<file path="src/spfd_pkg.sv">
// Shared types, constants and helpers for the stereo ping-pong feedback delay.
// No dependencies; every other file imports this package.
package spfd_pkg;

  localparam int LINE_DEPTH  = 262144;
  localparam int SAMPLE_BITS = 24;

  localparam int LINE_AW = $clog2(LINE_DEPTH);
  localparam int FILL_W  = $clog2(LINE_DEPTH + 1);
  localparam int POS_W   = LINE_AW + 8;    // Q.8 read position
  localparam int TGT_W   = LINE_AW + 8;    // Q.8 delay target
  localparam int CD_W    = LINE_AW + 16;   // Q.16 current delay
  localparam int CFG_W   = 26;
  localparam int CFG_AW  = 3;
  localparam int RAMP_W  = 16;
  localparam int GAIN_W  = 16;
  localparam int COEF_W  = GAIN_W + 1;
  localparam int ACC_W   = SAMPLE_BITS + 18;
  localparam int SUM_W   = SAMPLE_BITS + 3;
  localparam int DIV_CW  = $clog2(CD_W + 1);

  localparam int INTERP_SHIFT = 8;
  localparam int SCALE_SHIFT  = 15;

  localparam logic [CD_W-1:0]      MIN_TGT   = CD_W'(32 * 256);
  localparam logic [CD_W-1:0]      MAX_TGT   = CD_W'((LINE_DEPTH - 8) * 256);
  localparam logic [POS_W:0]       SPAN      = (POS_W + 1)'(LINE_DEPTH * 256);
  localparam logic [LINE_AW-1:0]   LAST_IDX  = LINE_AW'(LINE_DEPTH - 1);
  localparam logic [FILL_W-1:0]    FILL_FULL = FILL_W'(LINE_DEPTH);
  localparam logic [8:0]           INTERP_ONE = 9'd256;
  localparam logic signed [ACC_W-1:0] ROUND_BIAS = ACC_W'(1 << (SCALE_SHIFT - 1));

  localparam logic signed [SUM_W-1:0] SMAX =
    SUM_W'((64'sd1 <<< (SAMPLE_BITS - 1)) - 64'sd1);
  localparam logic signed [SUM_W-1:0] SMIN = -SMAX - SUM_W'(1);

  localparam logic [CFG_W-1:0]  RESET_TARGET = CFG_W'(12288000);
  localparam logic [RAMP_W-1:0] RESET_RAMP   = RAMP_W'(4800);
  localparam logic [GAIN_W-1:0] RESET_FB     = GAIN_W'(16384);
  localparam logic [GAIN_W-1:0] RESET_WET    = GAIN_W'(16384);

  typedef logic signed [SAMPLE_BITS-1:0] sample_t;

  typedef struct packed {
    sample_t left_in;
    sample_t right_in;
  } in_word_t;

  typedef struct packed {
    sample_t left_out;
    sample_t right_out;
  } out_word_t;

  typedef enum logic [CFG_AW-1:0] {
    REG_DELAY_TARGET = 3'd0,
    REG_RAMP_STEPS   = 3'd1,
    REG_FB_GAIN      = 3'd2,
    REG_WET_MIX      = 3'd3,
    REG_PING_PONG    = 3'd4
  } cfg_reg_t;

  typedef enum logic [1:0] {
    BASE_ZERO = 2'd0,
    BASE_ACC  = 2'd1,
    BASE_BIAS = 2'd2
  } mac_base_t;

  typedef struct packed {
    logic      en;
    mac_base_t base;
  } mac_ctl_t;

  // Clamp a Q.8 target into the usable range of the line.
  function automatic logic [TGT_W-1:0] clamp_target(input logic [CFG_W-1:0] t);
    logic [CD_W-1:0] v;
    v = CD_W'(t);
    if (v < MIN_TGT) begin
      v = MIN_TGT;
    end else if (v > MAX_TGT) begin
      v = MAX_TGT;
    end
    return v[TGT_W-1:0];
  endfunction

  localparam logic [TGT_W-1:0] RESET_LAST = clamp_target(RESET_TARGET);

  // x + floor(acc / 2^15), saturated to the sample range; callers fold the rounding bias into acc.
  function automatic sample_t mix(input sample_t x, input logic signed [ACC_W-1:0] acc);
    logic signed [ACC_W-1:0] sh;
    logic signed [SUM_W-1:0] s;
    logic signed [SUM_W-1:0] c;
    sh = acc >>> SCALE_SHIFT;
    s  = SUM_W'(sh) + SUM_W'(x);
    if (s > SMAX) begin
      c = SMAX;
    end else if (s < SMIN) begin
      c = SMIN;
    end else begin
      c = s;
    end
    return SAMPLE_BITS'(c);
  endfunction

endpackage

</file>
<file path="src/spfd_mac.sv">
// Shared multiply-accumulate unit: acc = base + a * b, one product per cycle.
// Depends on spfd_pkg.
module spfd_mac (
  input  logic                                 clk,
  input  spfd_pkg::mac_ctl_t                   ctl,
  input  spfd_pkg::sample_t                    mul_a,
  input  logic signed [spfd_pkg::COEF_W-1:0]   mul_b,
  output logic signed [spfd_pkg::ACC_W-1:0]    acc
);
  import spfd_pkg::*;

  logic signed [SAMPLE_BITS+COEF_W-1:0] prod;
  logic signed [ACC_W-1:0]              base;
  logic signed [ACC_W-1:0]              acc_r;
  logic signed [ACC_W-1:0]              acc_nxt;

  assign prod = mul_a * mul_b;

  always_comb begin
    case (ctl.base)
      BASE_ZERO: base = '0;
      BASE_ACC:  base = acc_r;
      BASE_BIAS: base = ROUND_BIAS;
      default:   base = '0;
    endcase
    acc_nxt = ctl.en ? (base + ACC_W'(prod)) : acc_r;
  end

  always_ff @(posedge clk) begin
    acc_r <= acc_nxt;
  end

  assign acc = acc_r;

endmodule

</file>
<file path="config.mk">
export PLATFORM = sky130hd
export DESIGN_NAME = spfd_mac
export DESIGN_NICKNAME = d
export VERILOG_FILES = /design/src/spfd_pkg.sv /design/src/spfd_mac.sv
export SDC_FILE = /design/constraint.sdc
export NUM_CORES = 1
export LEC_CHECK = 0
export ABC_AREA = 1
export BUFFER_PORTS_ARGS = -buffer_cell sky130_fd_sc_hd__buf_2
export CORE_UTILIZATION = 35
export DETAILED_ROUTE_END_ITERATION = 6
export PLACE_DENSITY = 0.53
export SYNTH_ARGS = -nofsm -noshare
export SYNTH_HDL_FRONTEND = slang
export SYNTH_SLANG_ARGS = --single-unit
</file>
<file path="constraint.sdc">
create_clock -name clk -period 17.65 [get_ports clk]
set_input_delay 3.53 -clock clk [delete_from_list [all_inputs] [get_ports clk]]
set_output_delay 3.53 -clock clk [all_outputs]
set_load 0.02 [all_outputs]
</file>
==> qor.csv, run 1 <==
metric,value,unit
most frequent cells in the layout,"772 x inv_1, 625 x nand2_1, 459 x fa_1",
Skew-Pair Late Insertion Delay,0.30,ns
RSZ-0062 raised after global routing,false,
Synth cell types,31,
Die X,235.1,um
Mapped Cells,2385,
I/O Buffers,86,
Nets,3015,
Fin Setup TNS,0,ns
r2r setup slk,11.96,ns
layout cells sized above 1,0.04849,
critical path startpoint category,input port,
"FFs w/ async S/R, synth",0,
antenna cell count,0,
grt total ovfl,0,
Peak Freq,103.7,MHz
total number of vias,14350,
vias in the first global route,16170,
Avg Synthesized Cell Area,7.976,um2
antenna-violating nets left,0,
Die ar.,55280,um2
Tcrit/Tclk final,0.5461,
CTS Hold Bufs,0,
Final HPWL DP,44960,um
launch point of the critical path,mul_b[0],
outcome,finished with violations,
"most common cell after layout, fill and taps aside",inv_1,
Final Skew,0.01057,ns
CTS tree,yes,
Layout fillers,5641,
Reg2Reg Depth,21,
Detailed Route Iter0 Violations,629,
DRC viols,2,
router iterations before antenna repair,7,
final setup margin,8.011,ns
initial core utilization,0.3542,
CTS resizes,0,
TritonCTS Buffers,5,
post-DR vias/cell,4.647,
Critical R2R Capture,acc[25]$_DFFE_PP_,
post-synth net total,3009,
Max clock buf depth,2,
GPL Wtd Cong,0.9232,
initial antenna violation count,1,
wire length per cell,16.47,um
pins over their slew limit,0,
Yosys top cell area share,0.4831,
IO Count,87,
synthesis-stage register bit count,42,
Post-Syn Area,19020,um2
WP data arrival,9.70,ns
Critical Path End,acc[40]$_DFFE_PP_,
Critical Path End Type,flip-flop,
top_reg_cell synth,edfxtp_1,
met3 Usage GRT,0.01196,
# H-tree levels,2,
max reg flops,42,
Synth area leaders,"fa_1 48%, inv_1 15%, nand2_1 12%, ha_1 7.9%, edfxtp_1 6.6%",
Site Rows,85,
number of synthesized flops with an enable pin,42,
final setup violation count,0,
postcts setup bufs,0,
Die Y,235.1,um
clock-pin slew on the worst setup and hold paths,0.08,ns
maxcap violations,0,
HP Class,flip-flop to flip-flop,
Core Area,53710,um2
clk sinks,42,
Worst Tran Pin Value,1.171,ns
min cycle time layout,9.639,ns
M1 GR Usage,0.2673,
"Seq/Total Area, Yosys",0.06630,
Slew Limit Headroom,0.2195,
violated checks,design-rule violations,
CTS root buf,clkbuf_16,
M2 GR Usage,0.3437,
pre-CTS setup slack,7.670,ns
final hold vios,0,
kind of critical path,input port to flip-flop,
drt total wl,50860,um
area growth from synthesis to layout,6.012,%
Syn. warnings,0,
largest fanout on the critical path,24,
All-Layer GR Usage,0.1951,
CP required,17.71,ns
pin count of the biggest net entering global routing,43,
first-pass GRT wire length,85640,um
Synth area leader,fa_1,
R2R Path Start,acc[15]$_DFFE_PP_,
GR peak layer,met2,
## cell usage after synthesis (9+ instances only)
cell	count
ha_1	120
xor2_1	19
edfxtp_1	42
nand2_1	625
fa_1	459
o21ai_0	15
inv_1	772
xnor2_1	9
nand4_1	9
nor2_1	105
clkbuf_1	88
a21oi_1	40
nand3_1	37
## critical path, cell delays in order
cell	delay (ns)
buf_2	0.40
nand2_1	0.81
inv_1	0.44
fa_1	0.50
fa_1	0.49
ha_1	0.28
inv_1	0.05
fa_1	0.49
inv_1	0.05
fa_1	0.53
inv_1	0.05
fa_1	0.49
inv_1	0.04
ha_1	0.41
inv_1	0.12
nor3_1	0.29
nand2_1	0.14
nor2_1	0.15
nand4_1	0.18
nand4_1	0.15
nand2_1	0.07
## kinds of logic (layout without fill, tap and decap cells)
family | after synthesis | count (layout) | synth area share
flip-flops | 42 | 42 | 0.06630
AO/OA/AOI/OAI | 77 | 77 | 0.02348
XOR/XNOR | 28 | 28 | 0.01289
AND/OR/NAND/NOR | 799 | 799 | 0.1656
buffers and inverters | 860 | 867 | 0.1697
adder cells (fa/ha/maj) | 579 | 579 | 0.5620
## layer usage
metal / vias up / share of wire
met4: 0 / 0.015
met1: 7378 / 0.46
met2: 284 / 0.50
met3: 58 / 0.029
met5: - / 0
li1: 6630 / -
## worst min path at each step
stage	start	end	slack, ns	cells past startpoint
floorplan	acc[0]$_DFFE_PP_	acc[0]$_DFFE_PP_	0.77	3
global placement	acc[0]$_DFFE_PP_	acc[0]$_DFFE_PP_	0.66	3
detailed placement	acc[0]$_DFFE_PP_	acc[0]$_DFFE_PP_	0.65	3
CTS	acc[0]$_DFFE_PP_	acc[0]$_DFFE_PP_	0.67	3
global route	acc[0]$_DFFE_PP_	acc[0]$_DFFE_PP_	0.72	3
finish	acc[0]$_DFFE_PP_	acc[0]$_DFFE_PP_	0.67	3
## layout make-up
cell class              instances  area [um2]  area share
clock inverters                 3       40.04    0.001985
multi-input cells            1483       14530      0.7207
flip-flops and latches         42        1261     0.06254
repair buffers                 87       437.9     0.02172
well taps                     696       870.8     0.04318
inverters                     772        2898      0.1437
clock buffers                   5       125.1    0.006205
## through the flow
stage / cells / hold slack, ns / utilization / instance area (um2)
floorplan: 2385 / 0.7654 / - / 19020
global route: 3088 / 0.7238 / 0.3755 / 20170
global placement: 3080 / 0.6572 / 0.3724 / 20000
detailed placement: 3080 / 0.6509 / 0.3724 / 20000
CTS: 3088 / 0.6741 / 0.3755 / 20170
finish: 3088 / 0.6732 / 0.3755 / 20170
Power of run 1 is left out: the tool's default activity adds up to more than one toggle a clock period on the data nets, which glitch-free logic cannot reach.
==> inputs of run 2 (changes only) <==
==> constraint.sdc (replaced) <==
create_clock -name clk -period 9.7 [get_ports clk]
set_input_delay 1.94 -clock clk [delete_from_list [all_inputs] [get_ports clk]]
set_output_delay 1.94 -clock clk [all_outputs]
set_load 0.02 [all_outputs]
==> qor.csv, run 2 (synthesis gave the netlist of run 1 again) <==
metric,value,unit
max layer used,met4,
Peak Freq,123.4,MHz
clock-pin slew on the worst setup and hold paths,0.08,ns
Fin Setup TNS,0,ns
area growth from synthesis to layout,5.887,%
HP Class,flip-flop to flip-flop,
Final Cell Area,20140,um2
max reg flops,42,
WP data arrival,8.16,ns
antenna cell count,0,
drt total wl,50800,um
r2r setup slk,4.03,ns
CTS tree,yes,
"most common cell after layout, fill and taps aside",inv_1,
maxcap violations,0,
RSZ-0062 raised after global routing,false,
min cycle time layout,8.104,ns
Critical R2R Capture,acc[25]$_DFFE_PP_,
Nets,3015,
antenna-violating nets left,0,
Die ar.,55280,um2
Placed Area,20000,um2
GPL Wtd Cong,0.9231,
router iterations before antenna repair,7,
Tcrit/Tclk final,0.8355,
Core Area,53710,um2
R2R Path Start,acc[15]$_DFFE_PP_,
pin count of the biggest net entering global routing,43,
first-pass GRT wire length,85550,um
I/O Buffers,86,
DRC viols,2,
WL met1,22890,um
Reg2Reg Depth,21,
Worst Tran Pin Value,1.176,ns
Critical Path End,acc[40]$_DFFE_PP_,
CP required,9.76,ns
outcome,finished with violations,
wire length on met3,2046,um
total number of vias,14310,
CTS Hold Bufs,0,
CTS root buf,clkbuf_16,
final hold vios,0,
wire length per cell,16.45,um
launch point of the critical path,mul_b[0],
critical path startpoint category,input port,
IO Count,87,
CTS resizes,0,
post-DR vias/cell,4.633,
Slew Limit Headroom,0.2141,
Max clock buf depth,2,
layout cells sized above 1,0.04808,
# H-tree levels,2,
Skew-Pair Late Insertion Delay,0.30,ns
initial antenna violation count,2,
Die Y,235.1,um
Site Rows,85,
TritonCTS Buffers,5,
vias in the first global route,16050,
All-Layer GR Usage,0.1951,
kind of critical path,input port to flip-flop,
Detailed Route Iter0 Violations,762,
metal2 WL,25010,um
postcts setup bufs,0,
final setup violation count,0,
largest fanout on the critical path,24,
initial core utilization,0.3542,
Critical Path End Type,flip-flop,
Final Skew,0.01228,ns
grt total ovfl,0,
Die X,235.1,um
Final HPWL DP,44880,um
most frequent cells in the layout,"772 x inv_1, 625 x nand2_1, 459 x fa_1",
pins over their slew limit,0,
violated checks,design-rule violations,
clk sinks,42,
## run 2: how the worst min path moves through the flow
stage / end / from / slack, ns / cells past startpoint
floorplan: acc[0]$_DFFE_PP_ / acc[0]$_DFFE_PP_ / 0.77 / 3
global placement: acc[0]$_DFFE_PP_ / acc[0]$_DFFE_PP_ / 0.66 / 3
global route: acc[0]$_DFFE_PP_ / acc[0]$_DFFE_PP_ / 0.74 / 3
detailed placement: acc[0]$_DFFE_PP_ / acc[0]$_DFFE_PP_ / 0.67 / 3
finish: acc[0]$_DFFE_PP_ / acc[0]$_DFFE_PP_ / 0.69 / 3
CTS: acc[0]$_DFFE_PP_ / acc[0]$_DFFE_PP_ / 0.69 / 3
## run 2: per-layer routing
metal | GRT usage | vias up
li1 | - | 6629
met1 | 0.2667 | 7286
met2 | 0.3409 | 327
met4 | 0.03628 | 0
met5 | 0 | -
met3 | 0.01501 | 66
## run 2: critical path, cell delays in order
cell and delay [ns]:
buf_2 0.41, nand2_1 0.83, inv_1 0.44, fa_1 0.50, fa_1 0.48, ha_1 0.29, inv_1 0.05, fa_1 0.50
inv_1 0.05, fa_1 0.53, inv_1 0.05, fa_1 0.49, inv_1 0.05, ha_1 0.41, inv_1 0.12, nor3_1 0.30
nand2_1 0.14, nor2_1 0.14, nand4_1 0.18, nand4_1 0.15, nand2_1 0.07
## run 2: cell type report
class	instances	area, um2
Inverter	772	2898
Fill cell	5685	33570
Timing Repair Buffer	87	437.9
Tap cell	696	870.8
Sequential cell	42	1261
Multi-Input combinational cell	1483	14530
Clock inverter	3	16.27
Clock buffer	5	125.1
## run 2: through the flow
step | hold slack (ns) | cells | utilization | worst slack (ns)
5_1_grt | 0.7360 | 3088 | 0.3750 | 1.146
3_3_place_gp | 0.6572 | 3080 | 0.3724 | 1.354
6_report | 0.6886 | 3088 | 0.3750 | 1.596
2_1_floorplan | 0.7654 | 2385 | - | 2.383
3_5_place_dp | 0.6691 | 3080 | 0.3724 | 1.283
4_1_cts | 0.6926 | 3088 | 0.3750 | 1.585
Power of run 2 is left out for the same reason.
