[src/spfd_pkg.sv]
// Shared types, constants and helpers for the stereo ping-pong feedback delay.
// No dependencies; every other file imports this package.
package spfd_pkg;

  localparam int LINE_DEPTH  = 262144;
  localparam int SAMPLE_BITS = 24;

  localparam int LINE_AW = $clog2(LINE_DEPTH);
  localparam int FILL_W  = $clog2(LINE_DEPTH + 1);
  localparam int POS_W   = LINE_AW + 8;    // Q.8 read position
  localparam int TGT_W   = LINE_AW + 8;    // Q.8 delay target
  localparam int CD_W    = LINE_AW + 16;   // Q.16 current delay
  localparam int CFG_W   = 26;
  localparam int CFG_AW  = 3;
  localparam int RAMP_W  = 16;
  localparam int GAIN_W  = 16;
  localparam int COEF_W  = GAIN_W + 1;
  localparam int ACC_W   = SAMPLE_BITS + 18;
  localparam int SUM_W   = SAMPLE_BITS + 3;
  localparam int DIV_CW  = $clog2(CD_W + 1);

  localparam int INTERP_SHIFT = 8;
  localparam int SCALE_SHIFT  = 15;

  localparam logic [CD_W-1:0]      MIN_TGT   = CD_W'(32 * 256);
  localparam logic [CD_W-1:0]      MAX_TGT   = CD_W'((LINE_DEPTH - 8) * 256);
  localparam logic [POS_W:0]       SPAN      = (POS_W + 1)'(LINE_DEPTH * 256);
  localparam logic [LINE_AW-1:0]   LAST_IDX  = LINE_AW'(LINE_DEPTH - 1);
  localparam logic [FILL_W-1:0]    FILL_FULL = FILL_W'(LINE_DEPTH);
  localparam logic [8:0]           INTERP_ONE = 9'd256;
  localparam logic signed [ACC_W-1:0] ROUND_BIAS = ACC_W'(1 << (SCALE_SHIFT - 1));

  localparam logic signed [SUM_W-1:0] SMAX =
    SUM_W'((64'sd1 <<< (SAMPLE_BITS - 1)) - 64'sd1);
  localparam logic signed [SUM_W-1:0] SMIN = -SMAX - SUM_W'(1);

  localparam logic [CFG_W-1:0]  RESET_TARGET = CFG_W'(12288000);
  localparam logic [RAMP_W-1:0] RESET_RAMP   = RAMP_W'(4800);
  localparam logic [GAIN_W-1:0] RESET_FB     = GAIN_W'(16384);
  localparam logic [GAIN_W-1:0] RESET_WET    = GAIN_W'(16384);

  typedef logic signed [SAMPLE_BITS-1:0] sample_t;

  typedef struct packed {
    sample_t left_in;
    sample_t right_in;
  } in_word_t;

  typedef struct packed {
    sample_t left_out;
    sample_t right_out;
  } out_word_t;

  typedef enum logic [CFG_AW-1:0] {
    REG_DELAY_TARGET = 3'd0,
    REG_RAMP_STEPS   = 3'd1,
    REG_FB_GAIN      = 3'd2,
    REG_WET_MIX      = 3'd3,
    REG_PING_PONG    = 3'd4
  } cfg_reg_t;

  typedef enum logic [1:0] {
    BASE_ZERO = 2'd0,
    BASE_ACC  = 2'd1,
    BASE_BIAS = 2'd2
  } mac_base_t;

  typedef struct packed {
    logic      en;
    mac_base_t base;
  } mac_ctl_t;

  // Clamp a Q.8 target into the usable range of the line.
  function automatic logic [TGT_W-1:0] clamp_target(input logic [CFG_W-1:0] t);
    logic [CD_W-1:0] v;
    v = CD_W'(t);
    if (v < MIN_TGT) begin
      v = MIN_TGT;
    end else if (v > MAX_TGT) begin
      v = MAX_TGT;
    end
    return v[TGT_W-1:0];
  endfunction

  localparam logic [TGT_W-1:0] RESET_LAST = clamp_target(RESET_TARGET);

  // x + floor(acc / 2^15), saturated to the sample range; callers fold the rounding bias into acc.
  function automatic sample_t mix(input sample_t x, input logic signed [ACC_W-1:0] acc);
    logic signed [ACC_W-1:0] sh;
    logic signed [SUM_W-1:0] s;
    logic signed [SUM_W-1:0] c;
    sh = acc >>> SCALE_SHIFT;
    s  = SUM_W'(sh) + SUM_W'(x);
    if (s > SMAX) begin
      c = SMAX;
    end else if (s < SMIN) begin
      c = SMIN;
    end else begin
      c = s;
    end
    return SAMPLE_BITS'(c);
  endfunction

endpackage

[src/spfd_div.sv]
// Restoring divider, one quotient bit per cycle, for the glide step.
// Depends on spfd_pkg.
module spfd_div (
  input  logic                          clk,
  input  logic                          rst_n,
  input  logic                          start,
  input  logic [spfd_pkg::CD_W-1:0]     num,
  input  logic [spfd_pkg::RAMP_W-1:0]   den,
  output logic                          done,
  output logic [spfd_pkg::CD_W-1:0]     quo
);
  import spfd_pkg::*;

  logic              busy_r, busy_nxt;
  logic              done_r, done_nxt;
  logic [DIV_CW-1:0] cnt_r, cnt_nxt;
  logic [RAMP_W-1:0] rem_r, rem_nxt;
  logic [CD_W-1:0]   quo_r, quo_nxt;

  logic [RAMP_W:0]   shifted;
  logic [RAMP_W+1:0] trial;
  logic              fits;

  always_comb begin
    shifted = {rem_r, quo_r[CD_W-1]};
    trial   = {1'b0, shifted} - {2'b00, den};
    fits    = !trial[RAMP_W+1];

    busy_nxt = busy_r;
    done_nxt = 1'b0;
    cnt_nxt  = cnt_r;
    rem_nxt  = rem_r;
    quo_nxt  = quo_r;

    if (start) begin
      busy_nxt = 1'b1;
      cnt_nxt  = DIV_CW'(CD_W);
      rem_nxt  = '0;
      quo_nxt  = num;
    end else if (busy_r) begin
      rem_nxt = fits ? trial[RAMP_W-1:0] : shifted[RAMP_W-1:0];
      quo_nxt = {quo_r[CD_W-2:0], fits};
      cnt_nxt = cnt_r - DIV_CW'(1);
      if (cnt_r == DIV_CW'(1)) begin
        busy_nxt = 1'b0;
        done_nxt = 1'b1;
      end
    end
  end

  always_ff @(posedge clk) begin
    if (!rst_n) begin
      busy_r <= 1'b0;
      done_r <= 1'b0;
      cnt_r  <= '0;
    end else begin
      busy_r <= busy_nxt;
      done_r <= done_nxt;
      cnt_r  <= cnt_nxt;
    end
    rem_r <= rem_nxt;
    quo_r <= quo_nxt;
  end

  assign done = done_r;
  assign quo  = quo_r;

endmodule

[config.mk]
export PLATFORM = sky130hd
export DESIGN_NAME = spfd_div
export DESIGN_NICKNAME = d
export VERILOG_FILES = /design/src/spfd_pkg.sv /design/src/spfd_div.sv
export SDC_FILE = /design/constraint.sdc
export NUM_CORES = 1
export LEC_CHECK = 0
export BUFFER_PORTS_ARGS = -buffer_cell sky130_fd_sc_hd__buf_4
export CORE_ASPECT_RATIO = 1.4
export CORE_MARGIN = 3
export CORE_UTILIZATION = 40
export CTS_BUF_LIST = sky130_fd_sc_hd__clkbuf_8
export CTS_CLUSTER_DIAMETER = 120
export DETAILED_ROUTE_END_ITERATION = 10
export GPL_TIMING_DRIVEN = 0
export PLACE_DENSITY = 0.7
export SLEW_MARGIN = 20
export SYNTH_ARGS = -nofsm -noshare
export SYNTH_HDL_FRONTEND = slang
export SYNTH_SLANG_ARGS = --single-unit
[constraint.sdc]
create_clock -name clk -period 3.2 [get_ports clk]
set_clock_uncertainty 0.1 [all_clocks]
set_input_delay 0.64 -clock clk [delete_from_list [all_inputs] [get_ports clk]]
set_output_delay 0.64 -clock clk [all_outputs]
set_load 0.1 [all_outputs]
==> results of run 1 <==
==> metal layers <==
layer  wire [um]  global-route usage  vias to the layer above
met5           0                   0                        -
met3         637             0.05806                       11
li1            -                   -                     1376
met1        3197              0.1911                     1299
met2        3921              0.2979                      108
met4         163             0.09227                        0
==> cells by family after synthesis <==
kind of cell	synth area share
adder cells (fa/ha/maj)	0.07243
buffers and inverters	0.04287
AO/OA/AOI/OAI	0.1526
AND/OR/NAND/NOR	0.1105
XOR/XNOR	0.03880
multiplexers	0.1393
flip-flops	0.4435
==> layout make-up <==
type	count	area share
clock buffer	10	0.03110
tap	102	0.02884
sequential	58	0.3393
buffer	13	0.01414
clock inverter	6	0.02912
inverter	22	0.01866
timing repair buffer	86	0.1459
multi-input combinational	224	0.3930
==> metrics by stage <==
step | instances | area (um^2) | hold WS, ns | power, mW
floorplan | 317 | 3386 | 0.3504 | 1.518
global placement | 505 | 4159 | 0.3839 | 1.698
detailed placement | 505 | 4159 | 0.3876 | 1.707
CTS | 521 | 4425 | 0.3967 | 2.622
global route | 521 | 4425 | 0.4265 | 2.710
finish | 521 | 4425 | 0.3942 | 2.596
==> power breakdown <==
part	total, mW	internal, mW	switching, mW
Combinational	0.780	0.242	0.539
Clock	0.903	0.613	0.290
Sequential	0.912	0.869	0.0428
Total	2.60	1.72	0.871
==> sequential cells by signal (all words and copies together) (netlist names) <==
signal,count
busy_r,1
cnt_r,6
done,1
quo,34
rem_r,16
==> worst min-delay path by stage <==
stage                            from                endpoint  slack [ns]  cells past startpoint
6_report       rem_r[12]$_SDFFE_PP0P_  rem_r[12]$_SDFFE_PP0P_        0.39                      2
5_1_grt                         rst_n   cnt_r[1]$_SDFFE_PN0P_        0.43                      2
4_1_cts        rem_r[12]$_SDFFE_PP0P_  rem_r[12]$_SDFFE_PP0P_        0.40                      2
3_5_place_dp   rem_r[12]$_SDFFE_PP0P_  rem_r[12]$_SDFFE_PP0P_        0.39                      2
3_3_place_gp   rem_r[12]$_SDFFE_PP0P_  rem_r[12]$_SDFFE_PP0P_        0.38                      2
2_1_floorplan  rem_r[12]$_SDFFE_PP0P_  rem_r[12]$_SDFFE_PP0P_        0.35                      2
==> cells in the final DEF (no fill, tap or decap), drive strengths merged, types with 2 or more instances in the layout <==
master / count
ha: 18
a21o: 4
or3: 4
buf: 92
o211ai: 6
a21oi: 14
nand2b: 4
nand4b: 2
nor2: 26
xor2: 3
bufinv: 4
o21a: 4
nor3: 7
or4: 3
nor2b: 2
o21ai: 9
dfxtp: 24
nand2: 17
o21bai: 3
xnor2: 12
o31ai: 3
nand3: 3
o2111ai: 3
a22oi: 2
edfxtp: 34
mux2: 33
inv: 23
nand4: 2
a211oi: 14
clkbuf: 17
and3: 2
a31oi: 2
mux2i: 10
nor4: 2
==> worst register-to-register path: stages, from the launching register on <==
cell and delay (ns):
edfxtp_1 0.41, inv_1 0.07, ha_1 0.16, inv_1 0.06, fa_1 0.41, a211oi_1 0.35
o21ai_0 0.27, a211oi_1 0.47, xnor2_1 0.19, mux2i_1 0.09, a211oi_1 0.24
==> key figures, run 1 <==
Place
  • Pre-CTS WS: 0.07937 ns
  • PortBufs: 86
  • Gp weighted congestion: 0.8713
  • Final HPWL DP: 6055 um

Clocking
  • CTS H-Tree Depth: 3
  • Worst skew pair latency: 0.33 ns
  • Total CTS buffers: 9
  • Max Root-Sink Buffers: 2
  • Post-CTS Resized: 0
  • Clock-pin slew on the worst setup and hold paths: 0.07 ns
  • Post-CTS Setup Bufs: 0
  • Hold Buf Count CTS: 0
  • CTS tree: done
  • Root buffer cell: clkbuf_8
  • CTS sink cnt: 58

STA
  • Setup TNS: 0 ns
  • Slew Viols, Final: 0
  • PnR worst setup slack: 0.3003 ns
  • Slew at the pin closest to its max-slew limit: 0.7083 ns
  • Period Utilization, post-route: 0.9062
  • Hold Fails Final Rpt: 0
  • RSZ-0062 raised after global routing: no
  • Final min period: 2.900 ns
  • Max-slew headroom: 0.5271
  • Fmax: 344.9 MHz
  • Setup violators final: 0

Power
  • Pwr per Cell Area: 586.6 nW/um^2
  • Maximum VDD drop: 0.0004630 V
  • Leak: 1.925 nW

Die
  • Initial Util: 0.4130
  • Placement Rows: 39
  • Ports: 88
  • Die Height: 114.9 um
  • Die area: 9620 um^2
  • Die width: 83.76 um
  • CORE AREA: 8198 um^2

Worst setup path
  • CP Max Fanout: 3
  • CP max-delay cell: a211oi_1
  • Critical Path Sink Type: flop
  • Crit path launch: quo[33]$_DFFE_PP_
  • CP max stage delay: 0.47 ns
  • Worst EP arrival: 3.05 ns
  • CP Class: reg2reg
  • R2R Path Start: quo[33]$_DFFE_PP_
  • Number of buffers and inverters on the critical path: 2
  • R2R Setup Slk: 0.30 ns
  • R2R cell count: 10
  • Crit-path cells: inv_1 -> ha_1 -> inv_1 -> fa_1 -> a211oi_1 -> o21ai_0 -> a211oi_1 -> xnor2_1 -> mux2i_1 -> a211oi_1
  • Worst path top cell family by delay: compound AO/OA/AOI/OAI gates
  • CP Capture Point: rem_r[10]$_SDFFE_PP0P_
  • Capturing point of the worst reg2reg path: rem_r[10]$_SDFFE_PP0P_
  • Required time worst endpoint: 3.35 ns
  • CP most frequent cell: a211oi_1
  • Setup crit start kind: flop
  • Logic depth of the worst path, buffers included: 10

Synth
  • Synth Flop Type: edfxtp_1
  • Top cells by area, synth: edfxtp_1, dfxtp_1, mux2_2
  • Distinct cells, synth: 52
  • Post-synth EDFFs: 34
  • Synth Register Bits: 58
  • Synthesized area: 3386 um^2
  • FFs w/ async S/R, synth: 0
  • Avg Inst Size Synth: 10.68 um^2
  • Synthesized instance count: 317
  • Top-count cell post-synth: edfxtp_1
  • Yosys top cell area share: 0.3016
  • Sequential share of the synthesized area: 0.4435
  • Synth Warn #: 0
  • Syn nets: 389
  • Most instantiated cells after synthesis: edfxtp_1, mux2_2, nor2_1, dfxtp_1, inv_1
  • Post-synth top area cell: edfxtp_1

Global route
  • Largest net degree at the start of global routing: 35
  • Overall routing resource usage: 0.1738
  • Vias in the first global route: 2912
  • Initial antenna violation count: 0
  • First-pass GRT wire length: 13560 um
  • Total gr overflow: 0

Route
  • DRC: 0
  • Post-DR vias/cell: 5.363
  • Drt first-iter violations: 138
  • Vias: 2794
  • WL/cell: 15.20 um
  • Post-route ant nets: 0
  • DR pass1 iterations: 4
  • Final wirelength: 7921 um

Run
  • # Max-Cap Violations: 0

Cells and area
  • Fill cells: 752
  • Number of inserted diodes: 0
  • Area of the multi-input gates: 1739 um^2
  • Nets: 486
  • Final core occ: 0.5398
  • Area grow syn2layout: 30.71%
  • Sequential Area: 1501 um^2
  • Share of cells above drive strength 1: 0.3556

Status
  • Run status: complete, no violations

Worst hold path
  • Hold Path Class: reg2reg
No activity file was read; power rests on OpenSTA's default activity.
==> run 2, diff against run 1 <==
--- a/config.mk
+++ b/config.mk
@@ -6,8 +6,8 @@
 export NUM_CORES = 1
 export LEC_CHECK = 0
 export BUFFER_PORTS_ARGS = -buffer_cell sky130_fd_sc_hd__buf_4
-export CORE_ASPECT_RATIO = 1.4
-export CORE_MARGIN = 3
+export CORE_ASPECT_RATIO = 1.5
+export CORE_MARGIN = 1
 export CORE_UTILIZATION = 40
 export CTS_BUF_LIST = sky130_fd_sc_hd__clkbuf_8
 export CTS_CLUSTER_DIAMETER = 120
==> key figures, run 2 (synthesis results as in run 1) <==
Status
  • Run status: complete, no violations

Clocking
  • Worst skew pair latency: 0.34 ns
  • Max Root-Sink Buffers: 2
  • CTS sink cnt: 58
  • Clock-pin slew on the worst setup and hold paths: 0.07 ns
  • Hold Buf Count CTS: 0
  • CTS tree: done
  • Post-CTS Setup Bufs: 0
  • Post-CTS Resized: 0
  • Root buffer cell: clkbuf_8
  • CTS H-Tree Depth: 3
  • Total CTS buffers: 9

Place
  • Placed insts: 508
  • PortBufs: 86
  • Gp weighted congestion: 0.8277
  • Pre-CTS WS: 0.08234 ns
  • Final HPWL DP: 6158 um
  • Placed instance area: 4163 um^2

Power
  • Maximum VDD drop: 0.0004853 V
  • Leak: 1.884 nW
  • Total power: 2.315 mW
  • Pwr per Cell Area: 533.6 nW/um^2

Worst setup path
  • CP Class: reg2reg
  • CP max stage delay: 0.48 ns
  • CP most frequent cell: a211oi_1
  • Crit-path cells: inv_1 -> ha_1 -> inv_1 -> fa_1 -> a211oi_1 -> o21ai_0 -> a211oi_1 -> xnor2_1 -> mux2i_1 -> a211oi_1
  • R2R Path Start: quo[33]$_DFFE_PP_
  • Crit path launch: quo[33]$_DFFE_PP_
  • Setup crit start kind: flop
  • Number of buffers and inverters on the critical path: 2
  • Critical Path Sink Type: flop
  • Required time worst endpoint: 3.35 ns
  • Worst path top cell family by delay: compound AO/OA/AOI/OAI gates
  • CP max-delay cell: a211oi_1
  • CP Max Fanout: 3
  • Worst EP arrival: 3.02 ns

STA
  • Hold Fails Final Rpt: 0
  • Fmax: 348.6 MHz
  • Setup TNS: 0 ns
  • Final min period: 2.869 ns
  • Setup violators final: 0
  • Max-slew headroom: 0.5288
  • Slew Viols, Final: 0
  • RSZ-0062 raised after global routing: no
  • Hold WS: 0.4014 ns
  • Slew at the pin closest to its max-slew limit: 0.7058 ns
  • PnR worst setup slack: 0.3313 ns
  • Period Utilization, post-route: 0.8965

Route
  • Final wirelength: 7948 um
  • Post-route ant nets: 0
  • DR pass1 iterations: 4
  • WL/cell: 15.17 um
  • Vias: 2773
  • Drt first-iter violations: 75
  • DRC: 0
  • Post-DR vias/cell: 5.292

Cells and area
  • Commonest non-fill, non-tap cell in the layout: buf_4
  • Non-Filler Instances: 524
  • Nets: 486
  • Most frequent cells in the layout: buf_4, edfxtp_1, mux2_2
  • Area grow syn2layout: 28.16%
  • Final core occ: 0.5352
  • Number of inserted diodes: 0
  • Fill cells: 773
  • Post-route cell area: 4339 um^2
  • Share of cells above drive strength 1: 0.3437
  • Max reg flops: 34

Global route
  • Total gr overflow: 0
  • Largest net degree at the start of global routing: 35
  • Initial antenna violation count: 0
  • Overall routing resource usage: 0.1918
  • Vias in the first global route: 2848
  • First-pass GRT wire length: 13080 um

Die
  • Die area: 8844 um^2
  • Ports: 88
  • Placement Rows: 40
  • Die width: 77.12 um
  • CORE AREA: 8108 um^2
  • Initial Util: 0.4176
  • Die Height: 114.7 um

Worst hold path
  • Hold_sp: rem_r[4]$_SDFFE_PP0P_
  • Hold Path Class: reg2reg

Run
  • # Max-Cap Violations: 0
run 2: cell count changes in the layout (fill, tap and decap cells not counted):
cell	change
bufinv_16	-3
inv_1	+1
clkbuf_8	-1
clkinv_1	+4
clkinv_2	-1
run 2: final cells by class:
type                            instances  area, um^2  share of cell area
Buffer                                 13       62.56             0.01442
Clock buffer                            9       123.9             0.02855
Clock inverter                          7       52.55             0.01211
Inverter                               22       82.58             0.01903
Multi-Input combinational cell        224        1739              0.4008
Sequential cell                        58        1501              0.3460
Tap cell                              105       131.4             0.03028
Timing Repair Buffer                   86       645.6              0.1488
run 2: where the power goes:
part / total [mW] / switching, mW / internal [mW]
sequential: 0.913 / 0.0429 / 0.870
combinational: 0.779 / 0.538 / 0.241
clock: 0.623 / 0.280 / 0.343
run 2: per-layer routing:
layer  routed length, um  track usage  vias to the layer above  part of all wire
met5                   0            0                        -                 0
met1                3202       0.1967                     1309              0.40
met3                 483      0.06056                       11             0.061
met4                 118      0.07421                        0             0.015
met2                4143       0.3575                       83              0.52
li1                    -            -                     1370                 -
run 2: path summary, 6_finish.rpt:
path	endpoint	slack [ns]	depth (start not counted)
max	rem_r[10]$_SDFFE_PP0P_	0.33	10
min reg2reg	rem_r[4]$_SDFFE_PP0P_	0.40	2
min	rem_r[4]$_SDFFE_PP0P_	0.40	2
max reg2reg	rem_r[10]$_SDFFE_PP0P_	0.33	10
run 2: tightest hold or removal path: cells and delay by family, from the launching register on:
kind | cells | cell delay [ns]
compound gates | 1 | 0.05
flops | 1 | 0.32
simple gates | 1 | 0.08
==> run 3, diff against run 2 <==
--- a/config.mk
+++ b/config.mk
@@ -7,12 +7,11 @@
 export LEC_CHECK = 0
 export BUFFER_PORTS_ARGS = -buffer_cell sky130_fd_sc_hd__buf_4
 export CORE_ASPECT_RATIO = 1.5
-export CORE_MARGIN = 1
+export CORE_MARGIN = 3
 export CORE_UTILIZATION = 40
 export CTS_BUF_LIST = sky130_fd_sc_hd__clkbuf_8
 export CTS_CLUSTER_DIAMETER = 120
 export DETAILED_ROUTE_END_ITERATION = 10
-export GPL_TIMING_DRIVEN = 0
 export PLACE_DENSITY = 0.7
 export SLEW_MARGIN = 20
 export SYNTH_ARGS = -nofsm -noshare
==> key figures, run 3 (synthesis results as in run 1) <==
Status
  • Run status: complete, no violations

Clocking
  • Clock-pin slew on the worst setup and hold paths: 0.07 ns
  • CTS sink cnt: 58
  • Worst skew pair latency: 0.34 ns
  • Root buffer cell: clkbuf_8
  • Post-CTS Resized: 0
  • Post-CTS Setup Bufs: 0
  • Max Root-Sink Buffers: 2
  • Hold Buf Count CTS: 0
  • Total CTS buffers: 9
  • CTS tree: done
  • CTS H-Tree Depth: 3

Route
  • DRC: 0
  • Post-DR vias/cell: 5.288
  • Post-route ant nets: 0
  • Vias: 2734
  • WL/cell: 15.34 um
  • Drt first-iter violations: 95
  • DR pass1 iterations: 4
  • Final wirelength: 7929 um

Place
  • PortBufs: 87
  • Gp weighted congestion: 0.8467
  • Pre-CTS WS: 0.1732 ns
  • Final HPWL DP: 5820 um

Cells and area
  • Fill cells: 770
  • Number of inserted diodes: 0
  • Area of the multi-input gates: 1739 um^2
  • Share of cells above drive strength 1: 0.3592
  • Most frequent cells in the layout: buf_4, edfxtp_1, mux2_2
  • Sequential Area: 1501 um^2
  • Area grow syn2layout: 27.27%
  • Final core occ: 0.5315
  • Nets: 479
  • Max reg flops: 34
  • Commonest non-fill, non-tap cell in the layout: buf_4

Global route
  • Overall routing resource usage: 0.1758
  • M3 GR Usage: 0.07165
  • GRT met2 Usage: 0.2788
  • First-pass GRT wire length: 13150 um
  • Largest net degree at the start of global routing: 35
  • Met1 GRT Util: 0.2092
  • Most Crowded Layer GR: met2
  • Total gr overflow: 0
  • Vias in the first global route: 2884
  • Initial antenna violation count: 0

Die
  • CORE AREA: 8108 um^2
  • Die area: 9627 um^2
  • Initial Util: 0.4176
  • Die Height: 118.7 um
  • Ports: 88
  • Die width: 81.12 um
  • Placement Rows: 40

STA
  • Slew Viols, Final: 0
  • PnR worst setup slack: 0.4659 ns
  • RSZ-0062 raised after global routing: no
  • Setup TNS: 0 ns
  • Setup violators final: 0
  • Period Utilization, post-route: 0.8544
  • Final min period: 2.734 ns
  • Slew at the pin closest to its max-slew limit: 0.5500 ns
  • Fmax: 365.8 MHz
  • Max-slew headroom: 0.6320
  • Hold Fails Final Rpt: 0

Power
  • Comb pwr share: 0.340
  • Clk pwr share: 0.259
  • Reg power frac: 0.401
  • Pwr per Cell Area: 528.0 nW/um^2
  • Maximum VDD drop: 0.0003985 V
  • Int Pwr: 1.399 mW
  • Leak: 1.885 nW
  • Net Sw Frac: 0.3850
  • P_sw: 0.8760 mW

Worst setup path
  • Crit path launch: quo[33]$_DFFE_PP_
  • CP max stage delay: 0.42 ns
  • CP Capture Point: rem_r[14]$_SDFFE_PP0P_
  • CP Class: reg2reg
  • Capturing point of the worst reg2reg path: rem_r[14]$_SDFFE_PP0P_
  • Worst path top cell family by delay: compound AO/OA/AOI/OAI gates
  • CP max-delay cell: fa_1
  • R2R Setup Slk: 0.47 ns
  • R2R Path Start: quo[33]$_DFFE_PP_
  • Crit-path cells: inv_1 -> ha_1 -> inv_1 -> fa_1 -> a211oi_1 -> o21ai_0 -> a211oi_1 -> o31ai_1 -> xnor2_1 -> o31ai_1
  • CP Max Fanout: 3
  • Critical Path Sink Type: flop
  • Required time worst endpoint: 3.35 ns
  • Setup crit start kind: flop
  • Number of buffers and inverters on the critical path: 2
  • Worst EP arrival: 2.88 ns
  • Logic depth of the worst path, buffers included: 10
  • R2R cell count: 10

Run
  • # Max-Cap Violations: 0

Worst hold path
  • Hold Path Class: reg2reg
-- run 3: changes by cell type in the layout (fill, tap and decap cells not counted), sizes merged --
cell,previous run,this run
bufinv,1,0
clkbuf,16,10
-- run 3: worst min path at each step --
stage | endpoint | from | slack, ns | depth (start not counted)
floorplan | rem_r[12]$_SDFFE_PP0P_ | rem_r[12]$_SDFFE_PP0P_ | 0.35 | 2
global placement | rem_r[15]$_SDFFE_PP0P_ | rem_r[15]$_SDFFE_PP0P_ | 0.38 | 2
detailed placement | rem_r[12]$_SDFFE_PP0P_ | rem_r[12]$_SDFFE_PP0P_ | 0.39 | 2
CTS | rem_r[12]$_SDFFE_PP0P_ | rem_r[12]$_SDFFE_PP0P_ | 0.40 | 2
global route | rem_r[12]$_SDFFE_PP0P_ | rem_r[12]$_SDFFE_PP0P_ | 0.41 | 2
finish | rem_r[12]$_SDFFE_PP0P_ | rem_r[12]$_SDFFE_PP0P_ | 0.40 | 2
-- run 3: layer usage --
metal / routed length [um] / up-vias
met5: 0 / -
met1: 3225 / 1273
met2: 3949 / 96
met3: 624 / 11
met4: 129 / 0
li1: - / 1354
-- run 3: area by class of cell --
type	count	area share
Clock buffer	10	0.03194
Clock inverter	6	0.006098
Inverter	22	0.01916
Multi-Input combinational cell	224	0.4036
Sequential cell	58	0.3484
Tap cell	105	0.03049
Timing Repair Buffer	92	0.1603
-- run 3: power by group through the flow --
stage | Sequential [mW] | Combinational, mW | Clock (mW)
floorplan | 1.25 | 0.269 | 0
global placement | 0.925 | 0.770 | 0
detailed placement | 0.926 | 0.776 | 0
CTS | 0.912 | 0.777 | 0.613
global route | 0.921 | 0.819 | 0.641
finish | 0.912 | 0.774 | 0.590
-- run 3: stage by stage --
step / instances / hold WS [ns] / power [mW] / instance area [um^2]
after global routing: 517 / 0.4103 / 2.382 / 4309
after CTS: 517 / 0.3969 / 2.302 / 4309
after global placement: 501 / 0.3839 / 1.694 / 4145
final: 517 / 0.3960 / 2.275 / 4309
after detailed placement: 501 / 0.3859 / 1.702 / 4145
after floorplan: 317 / 0.3504 / 1.518 / 3386
-- run 3: worst reg2reg max path: stages (launching register included) --
cell,delay [ns]
edfxtp_1,0.41
inv_1,0.08
ha_1,0.15
inv_1,0.05
fa_1,0.42
a211oi_1,0.32
o21ai_0,0.25
a211oi_1,0.41
o31ai_1,0.13
xnor2_1,0.14
o31ai_1,0.21
